File: config.mk
export PLATFORM = sky130hd
export DESIGN_NAME = hsf_job_fifo
export DESIGN_NICKNAME = d
export VERILOG_FILES = /design/src/rtl/hsf_job_fifo.sv
export SDC_FILE = /design/constraint.sdc
export NUM_CORES = 1
export LEC_CHECK = 0
export BUFFER_PORTS_ARGS = -buffer_cell sky130_fd_sc_hd__buf_2
export CAP_MARGIN = 20
export CORE_UTILIZATION = 45
export CTS_BUF_LIST = sky130_fd_sc_hd__clkbuf_8
export CTS_CLUSTER_SIZE = 14
export DETAILED_ROUTE_END_ITERATION = 8
export PLACE_DENSITY = 0.74
export SYNTH_ARGS = -nofsm -noshare
export SYNTH_HDL_FRONTEND = slang
export SYNTH_SLANG_ARGS = --single-unit
export TNS_END_PERCENT = 1
File: constraint.sdc
create_clock -name clk -period 1.7 [get_ports clk]
set_clock_uncertainty 0.05 [all_clocks]
set_input_delay 0.34 -clock clk [delete_from_list [all_inputs] [get_ports clk]]
set_output_delay 0.34 -clock clk [all_outputs]
set_load 0.05 [all_outputs]
File: src/rtl/hsf_job_fifo.sv
`timescale 1ns / 1ps
module hsf_job_fifo #(
    parameter int WIDTH = 8
) (
    input  logic             clk,
    input  logic             rst_n,
    input  logic             push,
    input  logic [WIDTH-1:0] din,
    output logic             valid,
    input  logic             pop,
    output logic [WIDTH-1:0] dout
);

    logic [WIDTH-1:0] entry_reg [2];
    logic             wp_reg;
    logic             rp_reg;
    logic [1:0]       cnt_reg;
    logic [1:0]       cnt_next;
    logic             do_push;
    logic             do_pop;

    assign valid   = (cnt_reg != 2'd0);
    assign dout    = entry_reg[rp_reg];
    assign do_push = push && (cnt_reg != 2'd2);
    assign do_pop  = pop && valid;

    // occupancy
    always_comb
    begin
        cnt_next = cnt_reg;
        if (do_push && !do_pop)
        begin
            cnt_next = cnt_reg + 2'd1;
        end
        else if (do_pop && !do_push)
        begin
            cnt_next = cnt_reg - 2'd1;
        end
    end

    // pointers
    always_ff @(posedge clk or negedge rst_n)
    begin
        if (!rst_n)
        begin
            wp_reg  <= 1'b0;
            rp_reg  <= 1'b0;
            cnt_reg <= 2'd0;
        end
        else
        begin
            cnt_reg <= cnt_next;
            if (do_push)
            begin
                wp_reg <= ~wp_reg;
            end
            if (do_pop)
            begin
                rp_reg <= ~rp_reg;
            end
        end
    end

    // storage
    always_ff @(posedge clk)
    begin
        if (do_push)
        begin
            entry_reg[wp_reg] <= din;
        end
    end

endmodule

==> results_dict.tcl <==
set metrics [dict create \
    outcome "finished, violations left" \
    violations "design-rule violations" \
    synth_async_sr_flop_share_pct 20.0 \
    drc 3 \
    worst_slack_ps 33.8 \
    clock_sinks 20 \
    firstDrtPassIters 5 \
    via_per_inst 4.95 \
    yosysMostFrequentCell "edfxtp_1" \
    grt_start_max_net_pins 12 \
    yosys_register_bits 20 \
    min_period_ps 1670 \
    syn_nets 57 \
    synth_sequential_area_ratio_pct 74.1 \
    finalWirelength_um 1130 \
    tritoncts "done" \
    first_iter_violations 13 \
    die-area_um2 1910 \
    synth_top_family_by_area "multiplexers" \
    synth_common_cells "16 x edfxtp_1, 8 x mux2_2, 4 x dfrtp_1, 4 x xnor2_1" \
    drv_slew 0 \
    synth_top_area_share_pct 61.3 \
    startpoint_type "flip-flop" \
    largest_register_ffs 16 \
    synth_edf_count 16 \
    synth_area_leaders "edfxtp_1 61%, dfrtp_1 13%, mux2_2 12%" \
    tightest_slew_ps 254 \
    synth_mux_area_share_pct 11.5 \
    nets 85 \
    synth-main-ff-cell "edfxtp_1" \
    ctsHtreeMaxLevel 1 \
    numCtsBuffers 3 \
    gr-usage-all-layers_pct 14.1 \
    synthSimpleGateAreaFrac_pct 3.99 \
    rows 14 \
    cts_buffer_depth 2 \
    cp-end-kind "output port" \
    maxCapViolations 0 \
    drive_gt1_share_pct 53.5 \
    crit_type "flip-flop to output port" \
    synth_compound_area_share_pct 1.12 \
    coreArea_um2 1560 \
    netlist_area_um2 783 \
    synth_adder_area_share_pct 1.60 \
    area_growth_pct 31.2 \
    dp_hpwl_um 775 \
    slowest_stage "dfrtp_2" \
    fmax_ghz 0.600 \
    cpPeakStageDelay_ps 490 \
    die_h_um 43.7 \
    pin_count 21 \
    synth_top_area_cell "edfxtp_1" \
    path_delay_family "flip-flops" \
    setup_viol 0 \
    finalPower_mw 2.06 \
    globalRouteOverflowTotal 0 \
    fin_crit_sh_pct 98.0 \
    dr_total_vias 431 \
    hp-class "primary input to flip-flop" \
    synth_area_per_cell_um2 17.8 \
    irDropWorstVdd_v 0.00112 \
    n_antenna_cell 0 \
    synth-xor-area-share_pct 5.59 \
    critPathBufInv 1 \
    synth_cells 44 \
    post_cts_buffers 0 \
    maxSlewHeadroom_pct 83.0 \
    start_util_pct 50.2 \
    avgRoutedWirePerCell_um 13.0 \
    gp_congestion 0.628 \
    yosys_warnings 0 \
    path_max_fanout 9 \
    drtAntennaViolNets 0 \
    place.port_buffers 20 \
    die_x_um 43.7 \
    cp.required_ps 1310 \
    p_per_area_nw_per_um2 2010 \
    power_leakage_nw 0.419 \
    root_buffer "clkbuf_8" \
    antenna_found_initial 0 \
    yosys.cell_types.count 12 \
    clk_latency_ps 250 \
    clkTransAtPathRegs_ps 70 \
    place_ws_ps 168 \
    hold_viol_final 0 \
    grt_pass1_vias 435 \
    crit_chain "mux2_2 -> buf_6" \
    grt_pass1_wl_um 1860 \
    arrival_ps 1280 \
]
[logic make-up after synthesis]
logic type                 after synthesis
DFF                                     20
muxes                                    8
xor gates and xnor gates                 5
and+or+nand+nor                          5
buffers and inverters                    4
AOI/OAI and AO/OA                        1
adders and majority gates                1
[per-layer routing]
metal  vias up  wire, um  track usage (%)
li1        211         -                -
met1       206       504             17.9
met2        14       580             21.2
met3         0        47             5.00
met4         0         0             7.50
met5         -         0                0
[final timing paths]
path / startpoint / slack (ps) / endpoint / depth (start not counted)
worst max-delay path: rp_reg / 30 / dout[1] / 2
worst min-delay path: din[6] / 230 / entry_reg[0][6] / 1
worst max register to register: cnt_reg[0] / 250 / cnt_reg[1] / 5
worst min register to register: wp_reg / 450 / wp_reg / 1
max in group asynchronous: rst_n / 1090 / rp_reg / 2
min in group asynchronous: rst_n / 370 / wp_reg / 2
[placed cells by master, fill, tap and decap left out]
cell type,instances
edfxtp_1,16
buf_2,12
mux2_2,8
buf_6,8
xnor2_1,4
inv_1,3
nor2_1,3
clkbuf_8,3
dfrtp_1,3
buf_4,3
o21ai_2,1
or2_4,1
nand2_4,1
xor2_1,1
ha_1,1
clkinv_1,1
dlygate4sd3_1,1
dfrtp_2,1
[power breakdown]
group | switching [mW] | internal [mW]
sequential | 0.0919 | 0.687
combinational | 0.573 | 0.406
clock | 0.144 | 0.160
[through the flow]
step	setup TNS (ps)	hold WS, ps	instances	utilization [%]	area (um2)
global route	-1.68	213	87	65.9	1030
floorplan	0	-5.59	44	-	783
detailed placement	0	105	82	59.1	921
global placement	0	101	82	59.1	921
finish	0	226	87	65.9	1030
CTS	0	222	87	64.0	997
[area by class of cell]
| type | instances | area (um2) |
|---|---|---|
| Inverter | 3 | 11.3 |
| Multi-Input combinational cell | 20 | 186 |
| Clock buffer | 3 | 41.3 |
| Tap cell | 16 | 20.0 |
| Fill cell | 119 | 532 |
| Timing Repair Buffer | 24 | 183 |
| Clock inverter | 1 | 3.75 |
| Sequential cell | 20 | 582 |
[what timing repair did]
action,4_1_cts,5_1_grt
gates resized for setup,9,8
endpoints found under the hold margin,4,0
endpoints found under the setup margin,8,8
hold buffers,1,0
Note: power is estimated with default switching activity, not from simulation.
