===== src/rtl/hsf_pkg.sv =====
`timescale 1ns / 1ps
package hsf_pkg;

    // a set needs this many points before a triangle is formed
    localparam int MIN_POINTS = 4;
    // axis extremes: xmin, xmax, ymin, ymax, zmin, zmax
    localparam int NUM_EXT = 6;
    // unordered pairs of extremes
    localparam int NUM_PAIRS = 15;

    // outcome codes
    localparam logic [1:0] OUTCOME_OK       = 2'd0;
    localparam logic [1:0] OUTCOME_FEW      = 2'd1;
    localparam logic [1:0] OUTCOME_OVERFLOW = 2'd2;

    // status that travels with one finished set
    typedef struct packed {
        logic bank;
        logic few;
        logic ovf;
    } job_ctl_t;

endpackage


===== src/rtl/hsf_point_if.sv =====
`timescale 1ns / 1ps
interface hsf_point_if;
    logic               valid;
    logic               ready;
    logic signed [31:0] pos_x;
    logic signed [31:0] pos_y;
    logic signed [31:0] pos_z;
    logic               final_point;

    modport source (output valid, output pos_x, output pos_y, output pos_z,
                    output final_point, input ready);
    modport sink (input valid, input pos_x, input pos_y, input pos_z,
                  input final_point, output ready);
endinterface


===== src/rtl/hsf_front.sv =====
`timescale 1ns / 1ps
module hsf_front #(
    parameter int MAX_POINTS = 1024,
    parameter int COORD_BITS = 32
) (
    input  logic                                        clk,
    input  logic                                        rst_n,
    hsf_point_if.sink                                   points,
    input  logic                                        room,
    output logic                                        wr_en,
    output logic [$clog2(MAX_POINTS):0]                 wr_addr,
    output logic [3*COORD_BITS-1:0]                     wr_data,
    output logic                                        job_push,
    output hsf_pkg::job_ctl_t                           job_ctl,
    output logic [$clog2(MAX_POINTS+1)-1:0]             job_count,
    output logic [hsf_pkg::NUM_EXT*3*COORD_BITS-1:0]    job_ext
);

    localparam int CW   = COORD_BITS;
    localparam int PW   = 3 * CW;
    localparam int IDXW = $clog2(MAX_POINTS);
    localparam int CNTW = $clog2(MAX_POINTS + 1);

    logic [CNTW-1:0] count_reg;
    logic [CNTW-1:0] count_next;
    logic            ovf_reg;
    logic            bank_reg;
    logic [PW-1:0]   ext_reg  [hsf_pkg::NUM_EXT];
    logic [PW-1:0]   ext_upd  [hsf_pkg::NUM_EXT];
    logic [PW-1:0]   ext_init [hsf_pkg::NUM_EXT];
    logic [PW-1:0]   pt;
    logic            accept;
    logic            store;

    assign points.ready = room;
    assign accept       = points.valid && room;
    assign pt           = {points.pos_z[CW-1:0], points.pos_y[CW-1:0], points.pos_x[CW-1:0]};
    assign store        = (count_reg < CNTW'(MAX_POINTS));
    assign count_next   = store ? count_reg + 1'b1 : count_reg;

    // extreme tracking, strictly beyond only
    always_comb
    begin
        for (int ax = 0; ax < 3; ax++)
        begin
            ext_init[2*ax]                 = '0;
            ext_init[2*ax][ax*CW +: CW]    = {1'b0, {(CW-1){1'b1}}};
            ext_init[2*ax+1]               = '0;
            ext_init[2*ax+1][ax*CW +: CW]  = {1'b1, {(CW-1){1'b0}}};
            if (store && ($signed(pt[ax*CW +: CW]) < $signed(ext_reg[2*ax][ax*CW +: CW])))
            begin
                ext_upd[2*ax] = pt;
            end
            else
            begin
                ext_upd[2*ax] = ext_reg[2*ax];
            end
            if (store && ($signed(pt[ax*CW +: CW]) > $signed(ext_reg[2*ax+1][ax*CW +: CW])))
            begin
                ext_upd[2*ax+1] = pt;
            end
            else
            begin
                ext_upd[2*ax+1] = ext_reg[2*ax+1];
            end
        end
    end

    // set state, back to empty after the last point
    always_ff @(posedge clk or negedge rst_n)
    begin
        if (!rst_n)
        begin
            count_reg <= '0;
            ovf_reg   <= 1'b0;
            bank_reg  <= 1'b0;
            for (int e = 0; e < hsf_pkg::NUM_EXT; e++)
            begin
                ext_reg[e] <= ext_init[e];
            end
        end
        else if (accept)
        begin
            if (points.final_point)
            begin
                count_reg <= '0;
                ovf_reg   <= 1'b0;
                bank_reg  <= ~bank_reg;
                for (int e = 0; e < hsf_pkg::NUM_EXT; e++)
                begin
                    ext_reg[e] <= ext_init[e];
                end
            end
            else
            begin
                count_reg <= count_next;
                ovf_reg   <= ovf_reg | ~store;
                for (int e = 0; e < hsf_pkg::NUM_EXT; e++)
                begin
                    ext_reg[e] <= ext_upd[e];
                end
            end
        end
    end

    // point store write
    assign wr_en   = accept && store;
    assign wr_addr = {bank_reg, count_reg[IDXW-1:0]};
    assign wr_data = pt;

    // finished set goes to the queue
    assign job_push     = accept && points.final_point;
    assign job_ctl.bank = bank_reg;
    assign job_ctl.ovf  = ovf_reg | ~store;
    assign job_ctl.few  = (count_next < CNTW'(hsf_pkg::MIN_POINTS));
    assign job_count    = count_next;

    always_comb
    begin
        for (int e = 0; e < hsf_pkg::NUM_EXT; e++)
        begin
            job_ext[e*PW +: PW] = ext_upd[e];
        end
    end

endmodule


===== src/flat_wrapper.sv =====
// flat-port wrapper written by rule: the top's interface ports become plain ports
module hsf_front_flat 
#(
    parameter int MAX_POINTS = 1024,
    parameter int COORD_BITS = 32
)
  (clk, rst_n, room, wr_en, wr_addr, wr_data, job_push, job_ctl, job_count, job_ext, points_valid, points_pos_x, points_pos_y, points_pos_z, points_final_point, points_ready);
  hsf_point_if points_i ();
  input  logic clk;
  input  logic rst_n;
  input  logic room;
  output logic wr_en;
  output logic [$clog2(MAX_POINTS):0] wr_addr;
  output logic [3*COORD_BITS-1:0] wr_data;
  output logic job_push;
  output hsf_pkg::job_ctl_t job_ctl;
  output logic [$clog2(MAX_POINTS+1)-1:0] job_count;
  output logic [hsf_pkg::NUM_EXT*3*COORD_BITS-1:0] job_ext;
  input wire logic [$bits(points_i.valid)-1:0] points_valid;
  input wire logic [$bits(points_i.pos_x)-1:0] points_pos_x;
  input wire logic [$bits(points_i.pos_y)-1:0] points_pos_y;
  input wire logic [$bits(points_i.pos_z)-1:0] points_pos_z;
  input wire logic [$bits(points_i.final_point)-1:0] points_final_point;
  output wire logic [$bits(points_i.ready)-1:0] points_ready;
  assign points_i.valid = points_valid;
  assign points_i.pos_x = points_pos_x;
  assign points_i.pos_y = points_pos_y;
  assign points_i.pos_z = points_pos_z;
  assign points_i.final_point = points_final_point;
  assign points_ready = points_i.ready;
  hsf_front #(.MAX_POINTS(MAX_POINTS), .COORD_BITS(COORD_BITS)) u_core (.clk(clk), .rst_n(rst_n), .points(points_i), .room(room), .wr_en(wr_en), .wr_addr(wr_addr), .wr_data(wr_data), .job_push(job_push), .job_ctl(job_ctl), .job_count(job_count), .job_ext(job_ext));
endmodule

===== config.mk =====
export PLATFORM = sky130hd
export DESIGN_NAME = hsf_front_flat
export DESIGN_NICKNAME = d
export VERILOG_FILES = /design/src/rtl/hsf_pkg.sv /design/src/rtl/hsf_point_if.sv /design/src/rtl/hsf_front.sv /design/src/flat_wrapper.sv
export SDC_FILE = /design/constraint.sdc
export NUM_CORES = 2
export LEC_CHECK = 0
export BUFFER_PORTS_ARGS = -buffer_cell sky130_fd_sc_hd__buf_2
export CORE_AREA = 5 5 310 312
export CTS_CLUSTER_DIAMETER = 150
export DETAILED_ROUTE_END_ITERATION = 6
export DIE_AREA = 0 0 315 317
export PLACE_DENSITY = 0.65
export SLEW_MARGIN = 20
export SYNTH_ARGS = -nofsm -noshare
export SYNTH_HDL_FRONTEND = slang
export SYNTH_SLANG_ARGS = --single-unit

===== constraint.sdc =====
create_clock -name clk -period 3.7 [get_ports clk]
set_clock_uncertainty 0.1 [all_clocks]
set_input_delay 0.37 -clock clk [delete_from_list [all_inputs] [get_ports clk]]
set_output_delay 0.37 -clock clk [all_outputs]
set_load 0.005 [all_outputs]

==> impl_metrics.tcl <==
set metrics [dict create \
    syn_nets 5209 \
    largest_reg_flops 576 \
    yosysWarnings 0 \
    fin_crit_ns 4.39 \
    yosysSeqAreaShare 0.350 \
    n_fill_cell 6852 \
    syn_area_per_cell_um2 8.64 \
    cp_top_family "buffers and inverters" \
    grt_overflow 0 \
    layout_commonest_cell "buf_2" \
    place_congestion 0.889 \
    finish.instance_area_um2 61900 \
    violations "design-rule violations, negative setup slack" \
    routedWlPerCell_um 28.9 \
    synth_cell_types 75 \
    cts_max_level 3 \
    numCtsBuffers 71 \
    cp-start-kind "flop" \
    clock_path_buffers 3 \
    grt_max_degree 193 \
    ctsRootBufferMaster "clkbuf_16" \
    grt_pass1_vias 43500 \
    ys.flop_type "dfrtp_1" \
    cp_max_fo 8 \
    leakage_nw 28.5 \
    track_usage 0.357 \
    vias_per_cell 6.69 \
    die_height_um 317 \
    multi_input_area_um2 28300 \
    rrSetupSlack_ns -0.33 \
    hpwl_um 116000 \
    dpl_worst_slack_ns -0.155 \
    insertion_delay_ns 0.64 \
    setup_viol 765 \
    status "complete, but fails checks" \
    ys_seq_elements 589 \
    crit_type "reg -> out" \
    area_growth_pct 45.6 \
    dp_cells 6713 \
    arrival_ns 3.92 \
    fin_ws_ns -0.688 \
    nets 6135 \
    fin_cells 7164 \
    placementRows 112 \
    vias 47900 \
    dpl_cell_area_um2 48700 \
    peakVddDrop_mv 0.866 \
    hold_class "in -> reg" \
    drv_cap 0 \
    ant_nets 0 \
    drt_wl_total_um 207000 \
    core_um2 92800 \
    antenna_found_initial 8 \
    synth_area_um2 42500 \
    crit_buf_inv 7 \
    slowest_stage "dfrtp_1" \
    slew_headroom 0.233 \
    cp.required_ns 3.23 \
    cts.sinks 589 \
    power_density_nw_per_um2 930 \
    drive_above_1_share 0.437 \
    fmax_ghz 0.228 \
    synthArstFlopShare 1.00 \
    die_area_um2 99900 \
    slowest_delay_ns 0.40 \
    drt_iter0_markers 6173 \
    cts_tree "yes" \
    hold_violations 0 \
    final_cell_mix "buf_2 (628), dfrtp_1 (492), nand2_1 (385), buf_4 (322), nand3_1 (249)" \
    numPortBuffers 800 \
    synth-edff-count 0 \
    finalCritPeriodShare 1.19 \
    grt_first_pass_wirelength_um 277000 \
    first_pass_iters 7 \
    tightest_slew_ns 1.15 \
    worst_setup_path_end_kind "primary output" \
    clk_pin_slew_ns 0.07 \
    ioPinCount 801 \
    regArea_um2 14900 \
    crit_chain "inv_1, ha_4, a21oi_2, o21ai_1, a211oi_2, nor3_1, buf_4, a211oi_4, mux2i_4, buf_12, buf_12, clkbuf_16, buf_4, mux2_4, buf_2" \
    initial_core_util 0.458 \
    route.detailed.drc 1 \
    finalMaxSlewViolations 0 \
    die_w_um 315 \
    synthCells 4918 \
    grt_setup_unrepaired "yes" \
]
[timing repair]
action / CTS / global route
hold endpoints to repair: 68 / 0
setup buffers: 88 / 141
gates resized for setup: 577 / 1020
hold buffers: 25 / 0
pin swaps: 127 / 215
cloned: 44 / 56
endpoints found under the setup margin: 638 / 708
[synth_stat cells, types with 9 or more instances]
cell type  instances  area (µm²)
a22o_1           165        1450
o22ai_1           36         225
mux2_1             9         101
mux2i_1           33         330
dfstp_2           96        2520
ha_1             190        2380
clkbuf_1         317        1190
a32o_1            56         561
o21ai_1           70         350
buf_1             17        63.8
nor2_1           177         664
nor3_1           100         500
o2bb2ai_1         66         578
nor4_1            16         100
o32a_1            32         320
o211ai_1          39         293
a211oi_1          68         510
nor2b_1           71         444
nand4_1           89         557
a21oi_1          140         701
mux2_2           207        2330
xnor2_1            9        78.8
nor4_2            60         751
nand2_1          556        2090
a311o_1           65         651
and4_1            10        87.6
o31ai_1           95         713
nor4b_1           28         245
o21ai_0          392        1960
buf_4            134        1010
nand3_1          261        1310
a221oi_1          65         569
buf_2            101         505
dfrtp_1          493       12300
inv_1            264         991
a22oi_1           36         270
a21o_1            37         278
and2_1           131         820
a32oi_1           31         272
o21a_1            36         270
buf_6             31         349
a221o_1           33         330
[worst reg2reg max path, cell delays in order (launching register included)]
cell	delay, ns
dfrtp_1	0.41
inv_1	0.06
ha_1	0.32
a21oi_2	0.22
o21ai_4	0.14
a2111oi_4	0.24
o21ai_2	0.12
buf_4	0.17
o211ai_4	0.19
o2111ai_4	0.22
buf_12	0.22
buf_12	0.15
buf_8	0.13
buf_12	0.15
buf_4	0.16
a21o_4	0.24
buf_12	0.18
a22o_1	0.48
[path summary, 6_finish.rpt]
path / startpoint / end / cells past startpoint
max: u_core.ext_reg[407] / job_ext[132] / 15
min: points_pos_x[6] / u_core.ext_reg[198] / 2
max reg2reg: u_core.ext_reg[253] / u_core.ext_reg[266] / 17
min reg2reg: u_core.ext_reg[436] / u_core.ext_reg[436] / 1
max in group asynchronous: rst_n / u_core.ext_reg[499] / 4
min in group asynchronous: rst_n / u_core.count_reg[10] / 2
[layout make-up]
class,count,share of cell area
diodes,9,0.000364
clock buffers,103,0.0346
clock inverters,27,0.00558
inverters,268,0.0163
multi-input cells,3465,0.458
flip-flops and latches,589,0.240
well taps,1254,0.0254
repair buffers,1449,0.220
[cells by family (layout without fill, tap and decap cells)]
group           Yosys count  after routing  synth area share
simple gates           1520           1520             0.181
compound gates         1490           1490             0.249
buf+inv                 868           1847            0.0969
flops                   589            589             0.350
mux                     251            255            0.0657
fa+ha+maj               190            190            0.0559
xor+xnor                 10             10           0.00206
other cells               0              9                 0
[where the power goes]
| part | internal (mW) | switching, mW | total (mW) | leakage, nW |
|---|---|---|---|---|
| clock network | 4.53 | 3.12 | 7.65 | 1.21 |
| registers | 8.67 | 1.79 | 10.5 | 7.45 |
| logic | 18.7 | 20.7 | 39.5 | 19.8 |
| total | 31.9 | 25.6 | 57.6 | 28.5 |
[routing by layer]
metal	vias to the layer above	global-route usage	wire length (µm)
met5	-	0	31
met1	23500	0.455	75500
met3	925	0.0835	24300
met2	3648	0.562	91800
met4	4	0.200	15400
li1	19900	-	-
[per-stage QoR]
stage | hold slack, ns | TNS (ns) | utilization | power (mW)
3_5_place_dp | 0.358 | -7.70 | 0.525 | 35.7
4_1_cts | 0.00230 | -211.23 | 0.601 | 49.0
3_3_place_gp | 0.356 | -3.79 | 0.525 | 35.2
5_1_grt | 0.0388 | -326.15 | 0.667 | 59.8
2_1_floorplan | -0.0256 | 0 | - | 24.9
6_report | 0.0433 | -282.33 | 0.667 | 57.6
Note: power is estimated with default switching activity, not from simulation.
